==> src/rtl/tap_pkg.sv <==
// ----------------------------------------------------------------------------
// tap_pkg: shared types and constants of the actuator position tracker
// Commands, motion codes, register indexes, field widths and reset values.
// ----------------------------------------------------------------------------
package tap_pkg;

   localparam int unsigned POS_W      = 16;
   localparam int unsigned STALL_W    = 10;
   localparam int unsigned CMD_W      = 3;
   localparam int unsigned CSR_IDX_W  = 2;
   localparam int unsigned CSR_DATA_W = 16;

   localparam int unsigned SAVE_QUANTUM_DEFAULT = 100;

   // reset values of the configuration registers
   localparam logic [POS_W-1:0]   FULL_TRAVEL_RESET  = 16'd20000;
   localparam logic [STALL_W-1:0] STALL_TIMEOUT_RESET = 10'd50;
   localparam logic [POS_W-1:0]   ENDPOINT_EXTRA_RESET = 16'd5000;

   // reset value of the tracker target and saturation limit of its counters
   localparam logic [POS_W-1:0] TARGET_RESET = 16'hFFFF;
   localparam logic [POS_W-1:0] COUNT_MAX    = 16'hFFFF;

   typedef enum logic [CMD_W-1:0] {
      CMD_TICK    = 3'd0,
      CMD_PULSE   = 3'd1,
      CMD_MOVE    = 3'd2,
      CMD_STOP    = 3'd3,
      CMD_RESTORE = 3'd4
   } command_type;

   typedef enum logic [1:0] {
      MOT_STOP = 2'd0,
      MOT_FWD  = 2'd1,
      MOT_BWD  = 2'd2
   } motion_type;

   typedef enum logic [CSR_IDX_W-1:0] {
      CSR_FULL_TRAVEL    = 2'd0,
      CSR_STALL_TIMEOUT  = 2'd1,
      CSR_ENDPOINT_EXTRA = 2'd2
   } csr_index_type;

endpackage

==> src/rtl/tap_if.sv <==
// ----------------------------------------------------------------------------
// tap_if: channel interfaces of the actuator position tracker
// Request, response and register write channels with valid/ready handshake.
// ----------------------------------------------------------------------------
interface tap_req_if;
   logic                          valid;
   logic                          ready;
   logic [tap_pkg::CMD_W-1:0]     command;
   logic [tap_pkg::POS_W-1:0]     operand_value;

   modport source (output valid, output command, output operand_value, input ready);
   modport sink   (input valid, input command, input operand_value, output ready);
endinterface

interface tap_rsp_if;
   logic                          valid;
   logic                          ready;
   logic                          drive_forward;
   logic                          drive_backward;
   logic [1:0]                    motion;
   logic [tap_pkg::POS_W-1:0]     position_now;
   logic                          move_done;
   logic                          save_strobe;
   logic [tap_pkg::POS_W-1:0]     saved_position;

   modport source (output valid, output drive_forward, output drive_backward,
                   output motion, output position_now, output move_done,
                   output save_strobe, output saved_position, input ready);
   modport sink   (input valid, input drive_forward, input drive_backward,
                   input motion, input position_now, input move_done,
                   input save_strobe, input saved_position, output ready);
endinterface

interface tap_csr_if;
   logic                              valid;
   logic                              ready;
   logic [tap_pkg::CSR_IDX_W-1:0]     index;
   logic [tap_pkg::CSR_DATA_W-1:0]    data;

   modport source (output valid, output index, output data, input ready);
   modport sink   (input valid, input index, input data, output ready);
endinterface

==> src/rtl/timed_actuator_position_tracker.sv <==
// ----------------------------------------------------------------------------
// timed_actuator_position_tracker: open-loop actuator position estimator
// Throughput: one request per cycle while no response waits; the state
//   updates at the request handshake, then one stage runs the reciprocal
//   multiply for the save value and one stage scales it back to the save
//   quantum.
// Reset: synchronous; registers return to their defaults, state to stopped
//   at position zero, no response pending.
// ----------------------------------------------------------------------------
module timed_actuator_position_tracker #(
   parameter int unsigned SAVE_QUANTUM = tap_pkg::SAVE_QUANTUM_DEFAULT
) (
   input  logic           clock,
   input  logic           reset,
   tap_req_if.sink        req_ch,
   tap_rsp_if.source      rsp_ch,
   tap_csr_if.sink        csr_ch
);

   localparam int unsigned POS_W   = tap_pkg::POS_W;
   localparam int unsigned QL      = $clog2(SAVE_QUANTUM);
   localparam int unsigned SHIFT   = POS_W + QL;
   localparam int unsigned RECIP_W = POS_W + 1;
   localparam int unsigned PROD_W  = SHIFT + POS_W;
   localparam int unsigned QW      = $clog2(SAVE_QUANTUM + 1);
   localparam longint unsigned RECIP =
      ((64'd1 << SHIFT) + SAVE_QUANTUM - 1) / SAVE_QUANTUM;

   typedef struct packed {
      tap_pkg::motion_type motion;
      logic [POS_W-1:0]    position;
      logic                done;
      logic                save;
   } stage_type;

   // configuration registers
   logic [POS_W-1:0]            full_travel_ff;
   logic [tap_pkg::STALL_W-1:0] stall_timeout_ff;
   logic [POS_W-1:0]            endpoint_extra_ff;

   // tracker state
   tap_pkg::motion_type motion_ff, motion_in;
   logic [POS_W-1:0]    position_ff, position_in;
   logic [POS_W-1:0]    target_ff, target_in;
   logic [POS_W-1:0]    budget_ff, budget_in;
   logic [POS_W-1:0]    since_start_ff, since_start_in;
   logic [POS_W-1:0]    since_pulse_ff, since_pulse_in;
   logic                done_in;
   logic                save_in;

   // pipeline
   logic                 advance;
   logic                 req_accept;
   logic                 s1_valid_ff;
   logic                 s2_valid_ff;
   logic                 rsp_valid_ff;
   stage_type            s1_ff;
   stage_type            s2_ff;
   stage_type            s3_ff;
   logic [POS_W-1:0]     quot_ff;
   logic [PROD_W-1:0]    product;
   logic [POS_W-1:0]     quot_in;
   logic [POS_W+QW-1:0]  scaled;
   logic [POS_W-1:0]     saved_ff;

   // helper values for the event logic
   logic [POS_W-1:0]      start_inc;
   logic [POS_W-1:0]      pulse_inc;
   logic [POS_W-1:0]      stall_ext;
   logic                  target_at_end;
   logic                  opv_at_end;
   logic [POS_W-1:0]      target_clamped;
   logic [POS_W-1:0]      opv_clamped;
   logic [POS_W-1:0]      distance;
   logic [POS_W:0]        fwd_sum;
   logic [POS_W-1:0]      fwd_pos;
   logic [POS_W-1:0]      bwd_pos;

   // stall the whole pipe only while a response waits
   assign advance      = !rsp_valid_ff || rsp_ch.ready;
   assign req_ch.ready = advance;
   assign req_accept   = req_ch.valid && advance;
   assign csr_ch.ready = 1'b1;

   // register writes
   always_ff @(posedge clock) begin
      if (reset) begin
         full_travel_ff    <= tap_pkg::FULL_TRAVEL_RESET;
         stall_timeout_ff  <= tap_pkg::STALL_TIMEOUT_RESET;
         endpoint_extra_ff <= tap_pkg::ENDPOINT_EXTRA_RESET;
      end else if (csr_ch.valid) begin
         case (csr_ch.index)
            tap_pkg::CSR_FULL_TRAVEL:    full_travel_ff    <= csr_ch.data[POS_W-1:0];
            tap_pkg::CSR_STALL_TIMEOUT:  stall_timeout_ff  <=
                                            csr_ch.data[tap_pkg::STALL_W-1:0];
            tap_pkg::CSR_ENDPOINT_EXTRA: endpoint_extra_ff <= csr_ch.data[POS_W-1:0];
            default: ;
         endcase
      end
   end

   // helper terms
   always_comb begin
      start_inc      = (since_start_ff == tap_pkg::COUNT_MAX) ? since_start_ff
                                                              : since_start_ff + 1'b1;
      pulse_inc      = (since_pulse_ff == tap_pkg::COUNT_MAX) ? since_pulse_ff
                                                              : since_pulse_ff + 1'b1;
      stall_ext      = POS_W'(stall_timeout_ff);
      target_at_end  = (target_ff == '0) || (target_ff == full_travel_ff);
      opv_at_end     = (req_ch.operand_value == '0) ||
                       (req_ch.operand_value == full_travel_ff);
      target_clamped = (target_ff > full_travel_ff) ? full_travel_ff : target_ff;
      opv_clamped    = (req_ch.operand_value > full_travel_ff) ? full_travel_ff
                                                               : req_ch.operand_value;
      distance       = (position_ff > req_ch.operand_value)
                       ? position_ff - req_ch.operand_value
                       : req_ch.operand_value - position_ff;
      fwd_sum        = {1'b0, position_ff} + {1'b0, since_start_ff};
      fwd_pos        = (fwd_sum >= {1'b0, full_travel_ff}) ? full_travel_ff
                                                           : fwd_sum[POS_W-1:0];
      bwd_pos        = (since_start_ff >= position_ff) ? '0
                                                       : position_ff - since_start_ff;
   end

   // next state for one request
   always_comb begin
      motion_in      = motion_ff;
      position_in    = position_ff;
      target_in      = target_ff;
      budget_in      = budget_ff;
      since_start_in = since_start_ff;
      since_pulse_in = since_pulse_ff;
      done_in        = 1'b0;
      save_in        = 1'b0;
      case (req_ch.command)
         tap_pkg::CMD_TICK: begin
            since_start_in = start_inc;
            since_pulse_in = pulse_inc;
            if (motion_ff != tap_pkg::MOT_STOP &&
                (start_inc >= budget_ff || pulse_inc > stall_ext)) begin
               // extend at an endpoint while pulses still arrive
               if (pulse_inc < stall_ext && target_at_end) begin
                  since_start_in = '0;
                  budget_in      = endpoint_extra_ff;
               end else begin
                  position_in = target_clamped;
                  motion_in   = tap_pkg::MOT_STOP;
                  done_in     = 1'b1;
                  save_in     = 1'b1;
               end
            end
         end
         tap_pkg::CMD_PULSE: begin
            since_pulse_in = '0;
         end
         tap_pkg::CMD_MOVE: begin
            target_in = req_ch.operand_value;
            if (req_ch.operand_value != position_ff) begin
               budget_in      = opv_at_end ? full_travel_ff : distance;
               since_start_in = '0;
               since_pulse_in = '0;
               if (position_ff < req_ch.operand_value ||
                   req_ch.operand_value >= full_travel_ff) begin
                  motion_in = tap_pkg::MOT_FWD;
               end else begin
                  motion_in = tap_pkg::MOT_BWD;
               end
            end
         end
         tap_pkg::CMD_STOP: begin
            if (motion_ff != tap_pkg::MOT_STOP) begin
               position_in = (motion_ff == tap_pkg::MOT_FWD) ? fwd_pos : bwd_pos;
               motion_in   = tap_pkg::MOT_STOP;
               save_in     = 1'b1;
            end
         end
         tap_pkg::CMD_RESTORE: begin
            position_in = opv_clamped;
         end
         default: ;
      endcase
   end

   // update state at the request handshake
   always_ff @(posedge clock) begin
      if (reset) begin
         motion_ff      <= tap_pkg::MOT_STOP;
         position_ff    <= '0;
         target_ff      <= tap_pkg::TARGET_RESET;
         budget_ff      <= '0;
         since_start_ff <= '0;
         since_pulse_ff <= '0;
      end else if (req_accept) begin
         motion_ff      <= motion_in;
         position_ff    <= position_in;
         target_ff      <= target_in;
         budget_ff      <= budget_in;
         since_start_ff <= since_start_in;
         since_pulse_ff <= since_pulse_in;
      end
   end

   // divide by the save quantum through a reciprocal, then scale back
   assign product = PROD_W'(s1_ff.position) * PROD_W'(RECIP_W'(RECIP));
   assign quot_in = product[SHIFT +: POS_W];
   assign scaled  = (POS_W+QW)'(quot_ff) * (POS_W+QW)'(QW'(SAVE_QUANTUM));

   // advance the valid bits
   always_ff @(posedge clock) begin
      if (reset) begin
         s1_valid_ff  <= 1'b0;
         s2_valid_ff  <= 1'b0;
         rsp_valid_ff <= 1'b0;
      end else if (advance) begin
         s1_valid_ff  <= req_accept;
         s2_valid_ff  <= s1_valid_ff;
         rsp_valid_ff <= s2_valid_ff;
      end
   end

   // advance the payload
   always_ff @(posedge clock) begin
      if (advance) begin
         s1_ff.motion   <= motion_in;
         s1_ff.position <= position_in;
         s1_ff.done     <= done_in;
         s1_ff.save     <= save_in;
         s2_ff          <= s1_ff;
         quot_ff        <= quot_in;
         s3_ff          <= s2_ff;
         saved_ff       <= s2_ff.save ? scaled[POS_W-1:0] : '0;
      end
   end

   // drive the response
   assign rsp_ch.valid          = rsp_valid_ff;
   assign rsp_ch.drive_forward  = (s3_ff.motion == tap_pkg::MOT_FWD);
   assign rsp_ch.drive_backward = (s3_ff.motion == tap_pkg::MOT_BWD);
   assign rsp_ch.motion         = s3_ff.motion;
   assign rsp_ch.position_now   = s3_ff.position;
   assign rsp_ch.move_done      = s3_ff.done;
   assign rsp_ch.save_strobe    = s3_ff.save;
   assign rsp_ch.saved_position = saved_ff;

endmodule
==> src/flat_wrapper.sv <==
// flat-port wrapper written by rule: the top's interface ports become plain ports
module timed_actuator_position_tracker_flat 
#(
   parameter int unsigned SAVE_QUANTUM = tap_pkg::SAVE_QUANTUM_DEFAULT
)
  (clock, reset, req_ch_valid, req_ch_command, req_ch_operand_value, req_ch_ready, rsp_ch_valid, rsp_ch_drive_forward, rsp_ch_drive_backward, rsp_ch_motion, rsp_ch_position_now, rsp_ch_move_done, rsp_ch_save_strobe, rsp_ch_saved_position, rsp_ch_ready, csr_ch_valid, csr_ch_index, csr_ch_data, csr_ch_ready);
  tap_req_if req_ch_i ();
  tap_rsp_if rsp_ch_i ();
  tap_csr_if csr_ch_i ();
  input  logic clock;
  input  logic reset;
  input wire logic [$bits(req_ch_i.valid)-1:0] req_ch_valid;
  input wire logic [$bits(req_ch_i.command)-1:0] req_ch_command;
  input wire logic [$bits(req_ch_i.operand_value)-1:0] req_ch_operand_value;
  output wire logic [$bits(req_ch_i.ready)-1:0] req_ch_ready;
  output wire logic [$bits(rsp_ch_i.valid)-1:0] rsp_ch_valid;
  output wire logic [$bits(rsp_ch_i.drive_forward)-1:0] rsp_ch_drive_forward;
  output wire logic [$bits(rsp_ch_i.drive_backward)-1:0] rsp_ch_drive_backward;
  output wire logic [$bits(rsp_ch_i.motion)-1:0] rsp_ch_motion;
  output wire logic [$bits(rsp_ch_i.position_now)-1:0] rsp_ch_position_now;
  output wire logic [$bits(rsp_ch_i.move_done)-1:0] rsp_ch_move_done;
  output wire logic [$bits(rsp_ch_i.save_strobe)-1:0] rsp_ch_save_strobe;
  output wire logic [$bits(rsp_ch_i.saved_position)-1:0] rsp_ch_saved_position;
  input wire logic [$bits(rsp_ch_i.ready)-1:0] rsp_ch_ready;
  input wire logic [$bits(csr_ch_i.valid)-1:0] csr_ch_valid;
  input wire logic [$bits(csr_ch_i.index)-1:0] csr_ch_index;
  input wire logic [$bits(csr_ch_i.data)-1:0] csr_ch_data;
  output wire logic [$bits(csr_ch_i.ready)-1:0] csr_ch_ready;
  assign req_ch_i.valid = req_ch_valid;
  assign req_ch_i.command = req_ch_command;
  assign req_ch_i.operand_value = req_ch_operand_value;
  assign req_ch_ready = req_ch_i.ready;
  assign rsp_ch_valid = rsp_ch_i.valid;
  assign rsp_ch_drive_forward = rsp_ch_i.drive_forward;
  assign rsp_ch_drive_backward = rsp_ch_i.drive_backward;
  assign rsp_ch_motion = rsp_ch_i.motion;
  assign rsp_ch_position_now = rsp_ch_i.position_now;
  assign rsp_ch_move_done = rsp_ch_i.move_done;
  assign rsp_ch_save_strobe = rsp_ch_i.save_strobe;
  assign rsp_ch_saved_position = rsp_ch_i.saved_position;
  assign rsp_ch_i.ready = rsp_ch_ready;
  assign csr_ch_i.valid = csr_ch_valid;
  assign csr_ch_i.index = csr_ch_index;
  assign csr_ch_i.data = csr_ch_data;
  assign csr_ch_ready = csr_ch_i.ready;
  timed_actuator_position_tracker #(.SAVE_QUANTUM(SAVE_QUANTUM)) u_core (.clock(clock), .reset(reset), .req_ch(req_ch_i), .rsp_ch(rsp_ch_i), .csr_ch(csr_ch_i));
endmodule
==> config.mk <==
export PLATFORM = sky130hd
export DESIGN_NAME = timed_actuator_position_tracker_flat
export DESIGN_NICKNAME = d
export VERILOG_FILES = /design/src/rtl/tap_pkg.sv /design/src/rtl/tap_if.sv /design/src/rtl/timed_actuator_position_tracker.sv /design/src/flat_wrapper.sv
export SDC_FILE = /design/constraint.sdc
export NUM_CORES = 1
export LEC_CHECK = 0
export ABC_AREA = 1
export BUFFER_PORTS_ARGS = -buffer_cell sky130_fd_sc_hd__buf_2
export CAP_MARGIN = 20
export CORE_ASPECT_RATIO = 1.25
export CORE_UTILIZATION = 30
export DETAILED_ROUTE_END_ITERATION = 6
export GPL_TIMING_DRIVEN = 0
export PLACE_DENSITY = 0.49
export SETUP_SLACK_MARGIN = 0.3
export SYNTH_ARGS = -nofsm -noshare
export SYNTH_HDL_FRONTEND = slang
export SYNTH_SLANG_ARGS = --single-unit
==> constraint.sdc <==
create_clock -name clock -period 18 [get_ports clock]
set_clock_uncertainty 0.15 [all_clocks]
set_input_delay 0 -clock clock [delete_from_list [all_inputs] [get_ports clock]]
set_output_delay 0 -clock clock [all_outputs]
set_load 0.05 [all_outputs]
* Word-level counts from Yosys, hierarchy flattened *
Cells that the tools add are included.

storage, ports and cells
  memories kept = 0
  logic and storage cells = 117
  input bits = 42
  bits in latches = 0
  bits in writable memories = 0
  ROM bits = 0
  flip-flop bits (word level) = 213
  output and inout port bits = 41

operators by class
  bitwise gates (word level) = 0
  multiplexer cells = 32
  $add $sub $neg = 6
  equal/unequal tests = 17
  $mul = 2
  shifts and indexed selects = 0
  div/mod/pow operators = 0
  reduce and logical (&&, ||, !) cells = 23
  order comparisons = 10

operator list
  cell                    count
  $mux 16                 18
  $pmux 16 s3             2
  $pmux 16 s2             2
  $ge 16x16->1            3
  $gt 16x16->1            3
  $sub 16x16->16          3
  $mul 16x17->33 const B  1
  $add 16x1->16 const B   2
  $eq 16x16->1            2
  $eq 16x16->1 const B    2
  $logic_not 16->1        2
  $add 16x16->17          1
  $ge 17x16->1            1
  $gt 16x10->1            1
  $lt 16x10->1            1
  $lt 16x16->1            1
  $ne 16x16->1            1
  $mul 10x5->14 const B   1
  $mux 2                  5
  $reduce_and 2->1        4
  $eq 2x1->1 const B      3
  $eq 3x2->1 const B      2
  $ne 2x1->1 const B      3
  $pmux 2 s3              1
  14 further kinds        25

* Logic depth before layout (Yosys ltp) *
Gate-level depths: netlist of run 1.

  word-level depth = 7
  depth in mapped cells = 29

* Worst setup path after synthesis of run 1 *
No wires, ideal clock.

  kind = flip-flop to flip-flop
  start = reg u_core.s1_ff[16] (netlist name)
  end = reg u_core.quot_ff[6], data pin
  data required time = 17.588 ns
  setup slack = 12.347 ns
  cell stages (with the launch flop) = 20
  period minus slack after synthesis = 5.653 ns
  arrival = 5.241 ns
  cells stage by stage = edfxtp_1 -> fa_1 -> inv_1 -> fa_1 -> inv_1 -> fa_1 -> fa_1 -> fa_1 -> inv_1 -> fa_1 -> inv_1 -> ha_1 -> nand2_1 -> nor4_1 -> nand3_1 -> o2111ai_1 -> nand2_1 -> o211ai_1 -> a21oi_1 -> xor2_1

on the way
  word-level cells in the longest chain between the ends = 1

RTL lines
  what                    line                                    source
  start, declared         timed_actuator_position_tracker.sv:57   stage_type s1_ff;
  $mul 16x17->33          timed_actuator_position_tracker.sv:204  assign product = PROD_W'(s1_ff.position) * PROD_W'(RECIP_W'(RECIP));
  net u_core.product[29]  timed_actuator_position_tracker.sv:61   logic [PROD_W-1:0] product;
  end signal, assigned    timed_actuator_position_tracker.sv:229  quot_ff <= quot_in;
  end, declared           timed_actuator_position_tracker.sv:60   logic [POS_W-1:0] quot_ff;

The timed path passes the listed nets, and every way through them passes these cells.
A chain may end at the register's enable or synchronous reset.

* Worst setup path after layout of run 1 *
  start = reg u_core.s1_ff[15] (netlist name)
  end = reg u_core.quot_ff[9], data pin

Same word-level chain as after synthesis.

==> results.tsv, run 1 <==
stage	metric	value	unit
run_status	result of the run	completed	
timing	maximum clock frequency	0.1570	GHz
die	Core Rows	107	
critical_path	logic depth of the worst register-to-register path	20	
timing	number of hold violations in the final report	0	
clock_network	buffers from clock root to sink, at most	3	
route	detailed-route via count	18740	
die	I/O Pins	83	
worst_hold_path	class of the most critical hold timing path	in -> reg	
finish	commonest cells after routing, fill and taps aside	sky130_fd_sc_hd__nand2_1, sky130_fd_sc_hd__inv_1, sky130_fd_sc_hd__ha_1, sky130_fd_sc_hd__a21oi_1, sky130_fd_sc_hd__nor2_1	
power	Worst VDD drop	121.2	uV
finish	antenna diode count	0	
grt	initial antenna violation count	0	
clock_network	H-tree level count	1	
grt	wire length of the first global-routing pass	108900	um
finish	commonest non-fill, non-tap cell in the layout	sky130_fd_sc_hd__nand2_1	
timing	Max-slew headroom	37.16	%
timing	final worst-path cycle share	35.38	%
clock_network	CTS tree	built	
placement	post-detail-place hpwl	57700	um
critical_path	CP cell instances	fa_1 -> inv_1 -> fa_1 -> inv_1 -> fa_1 -> fa_1 -> fa_1 -> inv_1 -> fa_1 -> inv_1 -> ha_1 -> nand2_1 -> nor2_1 -> nand4_1 -> o21ai_0 -> nand3_1 -> o2111ai_1 -> nand3_1 -> nand3b_1 -> nand2_1	
finish	area added between synthesis and finish	14.88	%
synthesis	Post-Synthesis Mean Instance Area	7.614	um^2
critical_path	critical path peak fanout	6	
critical_path	Slowest cell on crit path	sky130_fd_sc_hd__fa_1	
critical_path	data arrival time at the worst-slack endpoint	6570	ps
grt	vias in the first global route	18680	
synthesis	post-synth design cell area	20810	um^2
synthesis	synthesized flop and latch total	211	
timing	final critical path time including I/O delays and setup	6369	ps
synthesis	Ys Warns	0	
power	power per cell area	158.1	nW/um^2
synthesis	number of synthesized flops with an enable pin	84	
die	effective utilization at floorplan	30.42	%
critical_path	start-to-end type of the worst setup path	reg -> reg	
route	number of remaining DRC errors	0	
grt	overall routing resource usage	20.32	%
finish	Layout Cells excl Fill	3850	
timing	unrepaired setup endpoints after global routing	no	
synthesis	share of synthesized area occupied by flip-flops and latches	24.34	%
die	Die Height	296.5	um
grt	pin count of the biggest net entering global routing	72	
die	die width	237.6	um
synthesis	distinct cell type count after synthesis	54	
synthesis	post-synthesis async set-or-reset flop share	0	%
run	max-cap violation count	0	
timing	Final setup viols	0	
route	wire length after detailed routing	71280	um
clock_network	quantity of gates resized following cts	0	
route	TritonRoute pass-1 iters	6	
critical_path	cell seen most often among critical-path stages	sky130_fd_sc_hd__fa_1	
power	static power due to leakage	0.01169	uW
critical_path	kind of end point of the critical path	flop	
route	Iter 0 DRT Violations	1071	
clock_network	number of sinks handled by clock tree synthesis	211	
grt	grt ovf	0	
clock_network	worst skew pair latency	600	ps
clock_network	number of CTS-inserted buffers	27	
placement	PortBufs	78	
clock_network	clock edge transition at the registers on the reported setup and hold paths	70	ps
timing	number of max-slew violations in the final report	0	
critical_path	kind of start point of the critical path	flop	
synthesis	synthesized instance count	2733	
timing	pin slew with the least headroom to its limit	934.0	ps
route	detailed-route wire length per cell	18.51	um
die	Total Die Area	70430	um^2
synthesis	most used flip-flop cell after synthesis	sky130_fd_sc_hd__dfxtp_1	
critical_path	Data required, critical path	18200	ps
timing	Setup Total Neg Slack	0	ps
finish	final net count	3357	
worst_hold_path	hold depth	4	
clock_network	Clock Tree Root	sky130_fd_sc_hd__clkbuf_16	
route	antenna violation net count after detailed routing	0	
finish	Fillers	7328	
placement	Post-Place Cells	3739	
critical_path	Critical Path Max Stage Delay	690	ps
route	via count normalized by instance count	4.868	
die	CORE AREA	68410	um^2
placement	weighted congestion at the end of routability-driven global placement	0.9330	
finish	proportion of layout cells with a drive suffix above 1	6.464	%
[cell usage after synthesis, types with 4 or more instances]
cell                       instances  share of area, %
sky130_fd_sc_hd__nand2_2          18              0.54
sky130_fd_sc_hd__dfxtp_1         127                12
sky130_fd_sc_hd__xnor2_1          13              0.55
sky130_fd_sc_hd__buf_2             9              0.22
sky130_fd_sc_hd__o21ai_0         149               3.6
sky130_fd_sc_hd__o21bai_1         11              0.40
sky130_fd_sc_hd__a21o_1            7              0.25
sky130_fd_sc_hd__buf_4             6              0.22
sky130_fd_sc_hd__inv_2             4             0.072
sky130_fd_sc_hd__edfxtp_1         84                12
sky130_fd_sc_hd__a31oi_1           5              0.15
sky130_fd_sc_hd__o21ai_1          13              0.31
sky130_fd_sc_hd__nand2_1         529               9.5
sky130_fd_sc_hd__inv_1           461               8.3
sky130_fd_sc_hd__o21a_1            4              0.14
sky130_fd_sc_hd__fa_1            106                10
sky130_fd_sc_hd__clkbuf_1         58               1.0
sky130_fd_sc_hd__nand3_2           4              0.19
sky130_fd_sc_hd__clkinv_1          5             0.090
sky130_fd_sc_hd__nor2_2            7              0.21
sky130_fd_sc_hd__ha_1            304                18
sky130_fd_sc_hd__nand3_1         112               2.7
sky130_fd_sc_hd__nor4_1           18              0.54
sky130_fd_sc_hd__nor2_1          177               3.2
sky130_fd_sc_hd__nor3_1           37              0.89
sky130_fd_sc_hd__o211ai_1         43               1.6
sky130_fd_sc_hd__xor2_1           55               2.3
sky130_fd_sc_hd__nand4_1          47               1.4
sky130_fd_sc_hd__a21oi_1         265               6.4
sky130_fd_sc_hd__a22oi_1          10              0.36
sky130_fd_sc_hd__a211oi_1         10              0.36
[where the power goes]
| group | internal [uW] | switching (uW) | total, uW |
|---|---|---|---|
| Clock | 319 | 238 | 558 |
| Sequential | 577 | 60.6 | 638 |
| Combinational | 957 | 1630 | 2580 |
[worst paths after layout]
kind | start | to | slack [ps]
max reg2reg | u_core.s1_ff[15]$_DFFE_PN_ | u_core.quot_ff[9]$_DFFE_PN_ | 11630
min | csr_ch_data[9] | u_core.endpoint_extra_ff[9]$_SDFFE_PP1P_ | 80
min reg2reg | u_core.s1_ff[0]$_DFFE_PN_ | u_core.s2_ff[0]$_DFFE_PN_ | 260
max | u_core.s1_ff[15]$_DFFE_PN_ | u_core.quot_ff[9]$_DFFE_PN_ | 11630
[flip-flops by register name, indices dropped and copies added, names as in the netlist]
name and cells:
u_core.rsp_ch.motion 2, u_core.rsp_ch.valid 1, u_core.rsp_ch.save_strobe 1, u_core.motion_ff 2
u_core.since_pulse_ff 16, u_core.s1_valid_ff 1, u_core.endpoint_extra_ff 16, u_core.s2_valid_ff 1
u_core.since_start_ff 16, u_core.position_ff 16, u_core.s2_ff 20, u_core.stall_timeout_ff 10
u_core.budget_ff 16, u_core.full_travel_ff 16, u_core.target_ff 16, u_core.rsp_ch.move_done 1
u_core.quot_ff 10, u_core.rsp_ch.saved_position 14, u_core.s1_ff 20, u_core.rsp_ch.position_now 16
[metrics by stage]
| stage | instance area [um^2] | setup slack, ps | utilization, % | hold slack [ps] | power [uW] |
|---|---|---|---|---|---|
| after floorplan | 20810 | 12350 | - | -36.78 | 2573 |
| after global placement | 22360 | 11670 | 32.69 | 80.67 | 3229 |
| after detailed placement | 22390 | 11650 | 32.73 | 84.75 | 3222 |
| after CTS | 23910 | 11650 | 34.95 | 10.98 | 3829 |
| after global routing | 23910 | 11240 | 34.95 | 80.65 | 4252 |
| final | 23910 | 11630 | 34.95 | 75.48 | 3779 |
[layout make-up]
class / instances / area (um^2) / share of cell area, %
multi-input combinational: 1976 / 13640 / 57.05
sequential: 211 / 5065 / 21.19
inverter: 470 / 1767 / 7.390
tap: 926 / 1159 / 4.846
timing repair buffer: 142 / 1049 / 4.386
clock buffer: 34 / 735.7 / 3.077
buffer: 77 / 345.3 / 1.444
clock inverter: 14 / 147.6 / 0.6176
[what timing repair did]
action	in CTS	in global routing
hold endpoints to repair	129	0
buffers inserted	0	0
hold buffers	63	0
endpoints found under the setup margin	0	0
[per-layer routing]
metal | vias to the layer above | wire (um) | global-route usage (%)
li1 | 9370 | - | -
met1 | 8762 | 28750 | 23.27
met2 | 468 | 36310 | 38.20
met3 | 143 | 2875 | 1.661
met4 | 0 | 3355 | 9.237
met5 | - | 0 | 0
[cell families after synthesis]
group           synth area share [%]
compound gates                 14.03
xor+xnor                       2.940
fa+ha+maj                      28.48
buf+inv                        10.14
flops                          24.34
other cells                  0.03609
simple gates                   20.05
[worst max-delay path, delay by kind of cell (launching register included)]
| family | cells | cell delay (ps) |
|---|---|---|
| fa+ha+maj | 7 | 3640 |
| simple gates | 7 | 890 |
| compound gates | 2 | 590 |
| flops | 1 | 580 |
| buf+inv | 4 | 270 |
Note: power is estimated with default switching activity, not from simulation.
==> inputs of run 2 (changes only) <==
clock period = 5.98 ns   (was 18 ns; I/O delays follow)
==> results.tsv, run 2 (synthesized netlist as in run 1, its figures left out) <==
stage	metric	value	unit
timing	Max-slew headroom	35.99	%
timing	unrepaired setup endpoints after global routing	yes	
grt	initial antenna violation count	0	
finish	antenna diode count	0	
clock_network	worst skew pair latency	600	ps
grt	pin count of the biggest net entering global routing	72	
die	I/O Pins	83	
power	switching portion of total power	49.86	%
finish	commonest non-fill, non-tap cell in the layout	sky130_fd_sc_hd__nand2_1	
critical_path	CP cell instances	buf_6 -> fa_2 -> inv_2 -> fa_2 -> inv_1 -> fa_1 -> fa_2 -> fa_1 -> inv_1 -> fa_1 -> inv_2 -> ha_4 -> nand2_2 -> inv_1 -> nand2_1 -> o21ai_2 -> nand2_1 -> o2111ai_4 -> nand2_1 -> o211ai_1 -> a21oi_1 -> xor2_1	
clock_network	clock edge transition at the registers on the reported setup and hold paths	60	ps
timing	final worst-path cycle share	95.76	%
die	effective utilization at floorplan	30.42	%
route	wire length after detailed routing	72460	um
power	static power due to leakage	0.01196	uW
finish	biggest registers after layout	u_core.s1_ff (20), u_core.s2_ff (20)	
critical_path	Slowest cell on crit path	sky130_fd_sc_hd__fa_2	
timing	maximum clock frequency	0.1746	GHz
power	Worst VDD drop	556.1	uV
critical_path	logic depth of the worst register-to-register path	22	
critical_path	logic depth of the worst path, buffers included	22	
power	sw power	6640	uW
power	sequential power share	14.2	%
run_status	result of the run	completed	
clock_network	Clock Tree Root	sky130_fd_sc_hd__clkbuf_16	
worst_hold_path	hold depth	4	
placement	PortBufs	78	
route	via count normalized by instance count	4.889	
die	Die Height	296.5	um
placement	Post-Place Cells	3739	
die	Core Rows	107	
route	TritonRoute pass-1 iters	6	
critical_path	number of buffers and inverters on the critical path	6	
critical_path	critical path peak fanout	4	
finish	final net count	3410	
die	Total Die Area	70430	um^2
finish	Fillers	7291	
timing	pin slew with the least headroom to its limit	951.4	ps
critical_path	Critical Path Max Stage Delay	580	ps
power	portion of total power attributed to the clock network	12.6	%
critical_path	start-to-end type of the worst setup path	reg -> reg	
finish	utilization after layout	35.98	%
clock_network	number of CTS-inserted buffers	27	
grt	wire length of the first global-routing pass	110300	um
timing	number of hold violations in the final report	0	
finish	proportion of layout cells with a drive suffix above 1	9.943	%
finish	area added between synthesis and finish	18.29	%
grt	overall routing resource usage	20.59	%
route	number of remaining DRC errors	0	
power	Total Power	13320	uW
critical_path	kind of end point of the critical path	flop	
critical_path	data arrival time at the worst-slack endpoint	5910	ps
power	Internal Power	6676	uW
timing	Final setup viols	0	
critical_path	kind of start point of the critical path	flop	
placement	weighted congestion at the end of routability-driven global placement	0.9330	
die	die width	237.6	um
worst_hold_path	class of the most critical hold timing path	in -> reg	
critical_path	gate family responsible for the most delay along the worst path	adder cells	
timing	number of max-slew violations in the final report	0	
clock_network	number of sinks handled by clock tree synthesis	211	
route	detailed-route wire length per cell	18.56	um
grt	grt ovf	0	
critical_path	Data required, critical path	6160	ps
route	Iter 0 DRT Violations	1107	
power	power per cell area	541.0	nW/um^2
run	max-cap violation count	0	
finish	Layout Cells excl Fill	3903	
finish	commonest cells after routing, fill and taps aside	sky130_fd_sc_hd__nand2_1, sky130_fd_sc_hd__inv_1, sky130_fd_sc_hd__ha_1, sky130_fd_sc_hd__a21oi_1, sky130_fd_sc_hd__nor2_1	
timing	final critical path time including I/O delays and setup	5727	ps
clock_network	CTS tree	built	
placement	post-detail-place hpwl	57700	um
route	antenna violation net count after detailed routing	0	
clock_network	buffers from clock root to sink, at most	3	
die	CORE AREA	68410	um^2
route	detailed-route via count	19080	
clock_network	H-tree level count	1	
power	part of the power in combinational logic	73.2	%
grt	vias in the first global route	18940	
==> run 2: tightest hold or removal path, cell delays in order <==
cell                            delay (ps)
sky130_fd_sc_hd__dlygate4sd3_1         530
sky130_fd_sc_hd__buf_2                 150
sky130_fd_sc_hd__nand2_1                60
sky130_fd_sc_hd__nand3_1                50
==> run 2: power groups by stage <==
stage,logic [uW],clock network (uW),registers (uW)
after floorplan,5710,0,2030
after global placement,7760,0,1960
after detailed placement,7740,0,1960
after CTS,9010,1730,1890
after global routing,11100,1780,1900
final,9750,1680,1890
==> run 2: timing repair <==
action,in CTS,in global routing
setup buffers,40,13
gates resized for setup,45,26
hold buffers,63,0
pin swaps,33,31
setup endpoints to repair,10,11
hold endpoints to repair,129,0
==> run 2: final cells by class <==
class	count	area (um^2)	share of cell area (%)
tap	926	1159	4.707
multi-input combinational	1976	13930	56.58
sequential	211	5066	20.58
clock inverter	14	147.6	0.5998
inverter	470	1767	7.177
timing repair buffer	195	1469	5.967
buffer	77	345.3	1.403
clock buffer	34	735.7	2.989
==> run 2: routing by layer <==
metal	wire length, um	track usage (%)	vias up
met5	0	0	-
met2	37120	38.94	483
met1	29350	23.53	8977
li1	-	-	9483
met4	3277	8.969	0
met3	2709	1.670	140
==> run 2: path summary, 6_finish.rpt <==
path	start	to	slack (ps)
worst max-delay path	u_core.s1_ff[8]$_DFFE_PN_	u_core.quot_ff[8]$_DFFE_PN_	250
worst min-delay path	csr_ch_data[9]	u_core.endpoint_extra_ff[9]$_SDFFE_PP1P_	70
worst max register to register	u_core.s1_ff[8]$_DFFE_PN_	u_core.quot_ff[8]$_DFFE_PN_	250
worst min register to register	u_core.s1_ff[0]$_DFFE_PN_	u_core.s2_ff[0]$_DFFE_PN_	260
==> run 2: metrics by stage <==
step	hold WS (ps)	TNS (ps)	setup WS [ps]	instance area, um^2
4_1_cts	10.98	0	302.6	24420
6_report	74.36	0	253.5	24620
2_1_floorplan	-36.78	0	327.1	20810
3_5_place_dp	84.75	-2014	-372.6	22390
3_3_place_gp	80.67	-2108	-353.7	22360
5_1_grt	80.65	0	62.80	24620
